<file path="config.mk">
export PLATFORM = sky130hd
export DESIGN_NAME = bcmp_fifo
export DESIGN_NICKNAME = d
export VERILOG_FILES = /design/src/hdl/bcmp_fifo.sv
export SDC_FILE = /design/constraint.sdc
export NUM_CORES = 1
export LEC_CHECK = 0
export BUFFER_PORTS_ARGS = -buffer_cell sky130_fd_sc_hd__buf_2
export CORE_ASPECT_RATIO = 0.9
export CORE_UTILIZATION = 60
export CTS_CLUSTER_SIZE = 28
export DETAILED_ROUTE_END_ITERATION = 16
export PLACE_DENSITY_LB_ADDON = 0.1
export SLEW_MARGIN = 40
export SYNTH_ARGS = -nofsm -noshare
export SYNTH_HDL_FRONTEND = slang
export SYNTH_SLANG_ARGS = --single-unit
export TNS_END_PERCENT = 10
</file>
<file path="constraint.sdc">
create_clock -name clk -period 4.3 [get_ports clk]
set_input_delay 0.86 -clock clk [delete_from_list [all_inputs] [get_ports clk]]
set_output_delay 0.86 -clock clk [all_outputs]
set_load 0.02 [all_outputs]
</file>
<file path="src/hdl/bcmp_fifo.sv">
// Small register queue with full/empty flags.
// Generic; no package dependency.
`default_nettype none
module bcmp_fifo #(
  parameter int unsigned W     = 8,
  parameter int unsigned DEPTH = 4
) (
  input  wire logic         clk,
  input  wire logic         rst,
  input  wire logic         push,
  input  wire logic [W-1:0] din,
  output logic              full,
  input  wire logic         pop,
  output logic [W-1:0]      dout,
  output logic              empty
);
  localparam int unsigned AW = (DEPTH > 1) ? $clog2(DEPTH) : 1;
  localparam int unsigned CW = $clog2(DEPTH + 1);
  localparam logic [AW-1:0] LAST = AW'(DEPTH - 1);
  localparam logic [CW-1:0] FULL_CNT = CW'(DEPTH);

  logic [W-1:0]  mem [0:DEPTH-1];
  logic [AW-1:0] wr_ptr;
  logic [AW-1:0] rd_ptr;
  logic [CW-1:0] count;
  logic          do_push;
  logic          do_pop;

  assign full    = (count == FULL_CNT);
  assign empty   = (count == '0);
  assign do_push = push && !full;
  assign do_pop  = pop && !empty;
  assign dout    = mem[rd_ptr];

  always_ff @(posedge clk) begin
    if (do_push) begin
      mem[wr_ptr] <= din;
    end
  end

  always_ff @(posedge clk) begin
    if (rst) begin
      wr_ptr <= '0;
      rd_ptr <= '0;
      count  <= '0;
    end else begin
      if (do_push) begin
        wr_ptr <= (wr_ptr == LAST) ? '0 : wr_ptr + 1'b1;
      end
      if (do_pop) begin
        rd_ptr <= (rd_ptr == LAST) ? '0 : rd_ptr + 1'b1;
      end
      if (do_push && !do_pop) begin
        count <= count + 1'b1;
      end else if (do_pop && !do_push) begin
        count <= count - 1'b1;
      end
    end
  end
endmodule
`default_nettype wire

</file>
---- Word-level counts from Yosys, hierarchy flattened ----
Memories as Yosys holds them, arrays and structs flattened. A register that Yosys moved wholly into a read port is not among the register bits.
Index checks and enable logic that the tools add are counted.
Widths: inputs -> output; s select.
cells by class
  reduce and logical (&&, ||, !) cells .... 10
  eq/ne operators ......................... 3
  add/sub/neg operators ................... 4
  muxes and demuxes ....................... 8
operators with widths
  kind                 number
  $mux 2               4
  $mux 3               2
  $add 2x1->2 const B  2
  $eq 2x2->1 const B   2
  $logic_and 1x1->1    4
  $logic_not 1->1      4
  $add 3x1->3 const B  1
  $eq 3x3->1 const B   1
  $logic_not 3->1      1
  $sub 3x1->3 const B  1
  $mux 1               2
  $reduce_bool 2->1    1
storage, ports and cells
  flip-flop bits (word level) ............. 7
  word-level logic and storage cells ...... 29
  memories kept ........................... 1
  memory bits (writable) .................. 32
memories
  name  words  bits a word  rd ports  clocked after memory_dff  wr ports  line  source
  mem   4      8            1         1                         1         22    logic [W-1:0] mem [0:DEPTH-1];

---- Logic depth before layout (Yosys ltp) ----
  depth in word-level cells ............... 7
  mapped depth ............................ 10
  mapped depth without buffers ............ 9

---- Least setup slack after synthesis ----
No wires, ideal clock.
  kind .................................... input-to-reg
  start ................................... in push
  end ..................................... reg count[2]
  setup slack ............................. 1937 ps
  stages on the path ...................... 8
  required time ........................... 4230 ps
  buffers on the path ..................... 0
  library setup time ...................... 70 ps
  arrival ................................. 2293 ps
  cells stage by stage .................... inv_1 nor2_2 ha_1 inv_1 fa_1 xor2_1 or3_2 a21oi_1
between the ends
  word-level cells in the longest chain between the ends .. 4
ends and longest elaborated chain
  what                                line  source
  from (decl)                         10    input wire logic push,
  $logic_and 1x1->1 *                 31    assign do_push = push && !full;
  via do_push                         26    logic do_push;
  $logic_not 1->1                     55    end else if (do_pop && !do_push) begin
  $logic_and 1x1->1                   55
  $reduce_bool 2->1 (no source line)  --
  to (signal assigned)                54    count <= count + 1'b1;
  to (signal assigned)                56    count <= count - 1'b1;
  to (decl)                           25    logic [CW-1:0] count;
Mark *: on every way through the listed nets, which the timed path passes. The rest lies on a longest branch.
A chain may end at the register's enable or synchronous reset.

==> results.cfg <==
[clock_network]
cts_made_buffers = 5
htreeDepth = 2
cts-root-buf = clkbuf_4
holdBufCountCts = 0
insertion_delay_ns = 0.35
clkTransAtPathRegs_ns = 0.12
post_cts_buffers = 0
ctsResizeCount = 0
clk_path_buf_depth = 2
clock_sinks = 41
cts_tree = done

[placement]
gp_congestion = 0.7709
dp_worst_setup_slack_ns = 1.694
numPortBuffers = 21
dp_hpwl_um = 1662
place_inst = 137

[sta]
fin_skew_ns = 0.009155
fmax_mhz = 381.8
tns_ns = 0
timing.final.crit_share_pct = 60.90
rsz0062_at_grt = false
tightest_slew_ns = 0.5271
fin_hold_ws_ns = 0.5059
slew_headroom_pct = 64.81
setup_slack_ns = 1.681
slew_viol_final = 0
period_needed_ns = 2.619
setup_viol_count_final = 0
hold_viol_final = 0

[logic_synthesis]
async_reset_ff_share_pct = 0
synth_edf_count = 32
synth_top_area_share_pct = 58.40
synth_cells = 92
yosysWarnings = 0
synth_most_common_cell = edfxtp_1
synth_fp_nets = 111
synth_ff_type = edfxtp_1
ys_ff_latch = 41
synth_commonest_cells = edfxtp_1, dfxtp_1, mux4_2, ha_1
synth_area_leaders = edfxtp_1, dfxtp_1, mux4_2, ha_1, and3_2
yosysSeqAreaShare_pct = 69.35
synthDistinctLibCells = 26
syn_area_per_cell_um2 = 17.88
syn-cell-area_um2 = 1645
yosys.area.top_type = edfxtp_1

[setup_path]
critPathCaptureType = primary output
cp-start-kind = flip-flop
worstPathArrival_ns = 1.76
cp_max_fo = 8
r2r_start = count[0]
critPathRequiredTime_ns = 3.44
path_class = reg2out

[final_layout]
final_cells = 145
multi_input_area_um2 = 456.7
final_nets = 135
num-fill-cells = 171
antenna_cells = 0
area_delta_synth_final_pct = 10.11
regArea_um2 = 1141
drive_gt1_share_pct = 37.61

[global_routing]
grtUsageTotal_pct = 19.62
grt_pass1_vias = 837
overflow = 0
antenna_found_initial = 0
grt_max_degree = 13
grt_pass1_wl_um = 3912

[routing]
dr.first_iter.drc_count = 26
drc = 2
routed_wl_um = 2406
vias = 846
ant_nets = 0
detail_route.first_pass.iterations = 12
avgRoutedWirePerCell_um = 16.59
via_per_inst = 5.834

[run_status]
outcome = complete, but fails checks
violations = DRC

[floorplanning]
io_pins = 22
die_height_um = 51.68
num_rows = 17
dieArea_um2 = 2956
core_area_um2 = 2531
start_util_pct = 65.00
die_w_um = 57.20

[pwr]
vdd_drop_max_mv = 0.3897
power_leakage_nw = 0.6760
p_per_area_nw_per_um2 = 541.0
total_power_uw = 980.2

[min_path]
min_path_type = reg2reg
hold_start = rd_ptr[0]

[run]
drv_cap = 0
-- per-layer routing --
layer | routed length (µm) | global-route usage, % | vias up
met4 | 17 | 8.537 | 0
met3 | 126 | 8.458 | 4
met1 | 1071 | 24.34 | 415
met2 | 1191 | 30.39 | 22
li1 | - | - | 405
met5 | 0 | 0 | -
-- final timing paths --
path	endpoint	slack, ns	cells past startpoint
hold reg to reg	rd_ptr[0]	0.51	2
setup / recovery	dout[2]	1.68	2
setup reg to reg	count[2]	1.96	9
hold / removal	rd_ptr[0]	0.51	2
-- critical path: stages (launching register included) --
cell and delay, ns:
dfxtp_1 0.67, mux4_2 0.58, buf_2 0.17
-- state kept, by name, indices dropped and copies added, names as in the netlist, named ones only --
name,cells
rd_ptr,2
count,3
mem,32
wr_ptr,2
-- cell type report --
cell class	count	share of cell area, %
clock inverters	3	0.6906
inverters	5	1.312
flip-flops and latches	41	62.98
well taps	28	1.934
clock buffers	5	2.072
multi-input cells	42	25.21
repair buffers	21	5.801
-- metrics by stage --
stage / util, % / instance area [µm²]
2_1_floorplan: - / 1645
3_3_place_gp: 69.60 / 1762
3_5_place_dp: 69.60 / 1762
4_1_cts: 71.58 / 1812
5_1_grt: 71.58 / 1812
6_report: 71.58 / 1812
-- logic make-up (layout without fill, tap and decap cells) --
| family | Yosys count | in the layout | synth area share (%) |
|---|---|---|---|
| buffers and inverters | 9 | 34 | 2.889 |
| and+or+nand+nor | 16 | 16 | 5.704 |
| adders and majority gates | 7 | 7 | 5.779 |
| xor gates and xnor gates | 2 | 2 | 1.065 |
| muxes | 10 | 10 | 12.17 |
| AOI/OAI and AO/OA | 7 | 7 | 3.041 |
| DFF | 41 | 41 | 69.35 |
-- cells in the final DEF, fill, tap and decap left out, drive strengths merged --
cell	count
edfxtp	32
buf	21
dfxtp	9
mux4	8
ha	6
clkbuf	5
inv	4
and3	4
nor2	4
clkinv	4
a21oi	3
nor3	2
o31ai	2
xor2	2
nand3	2
mux2i	2
or3	2
o21ai	2
or3b	1
nand2	1
fa	1
-- power breakdown --
group          total [mW]  switching, mW  internal (mW)  leakage (nW)
combinational       0.275          0.146          0.129         0.279
sequential          0.530         0.0472          0.483         0.367
clock               0.175          0.116         0.0592        0.0300
total               0.980          0.309          0.671         0.676
(Power assumes the default switching activity.)
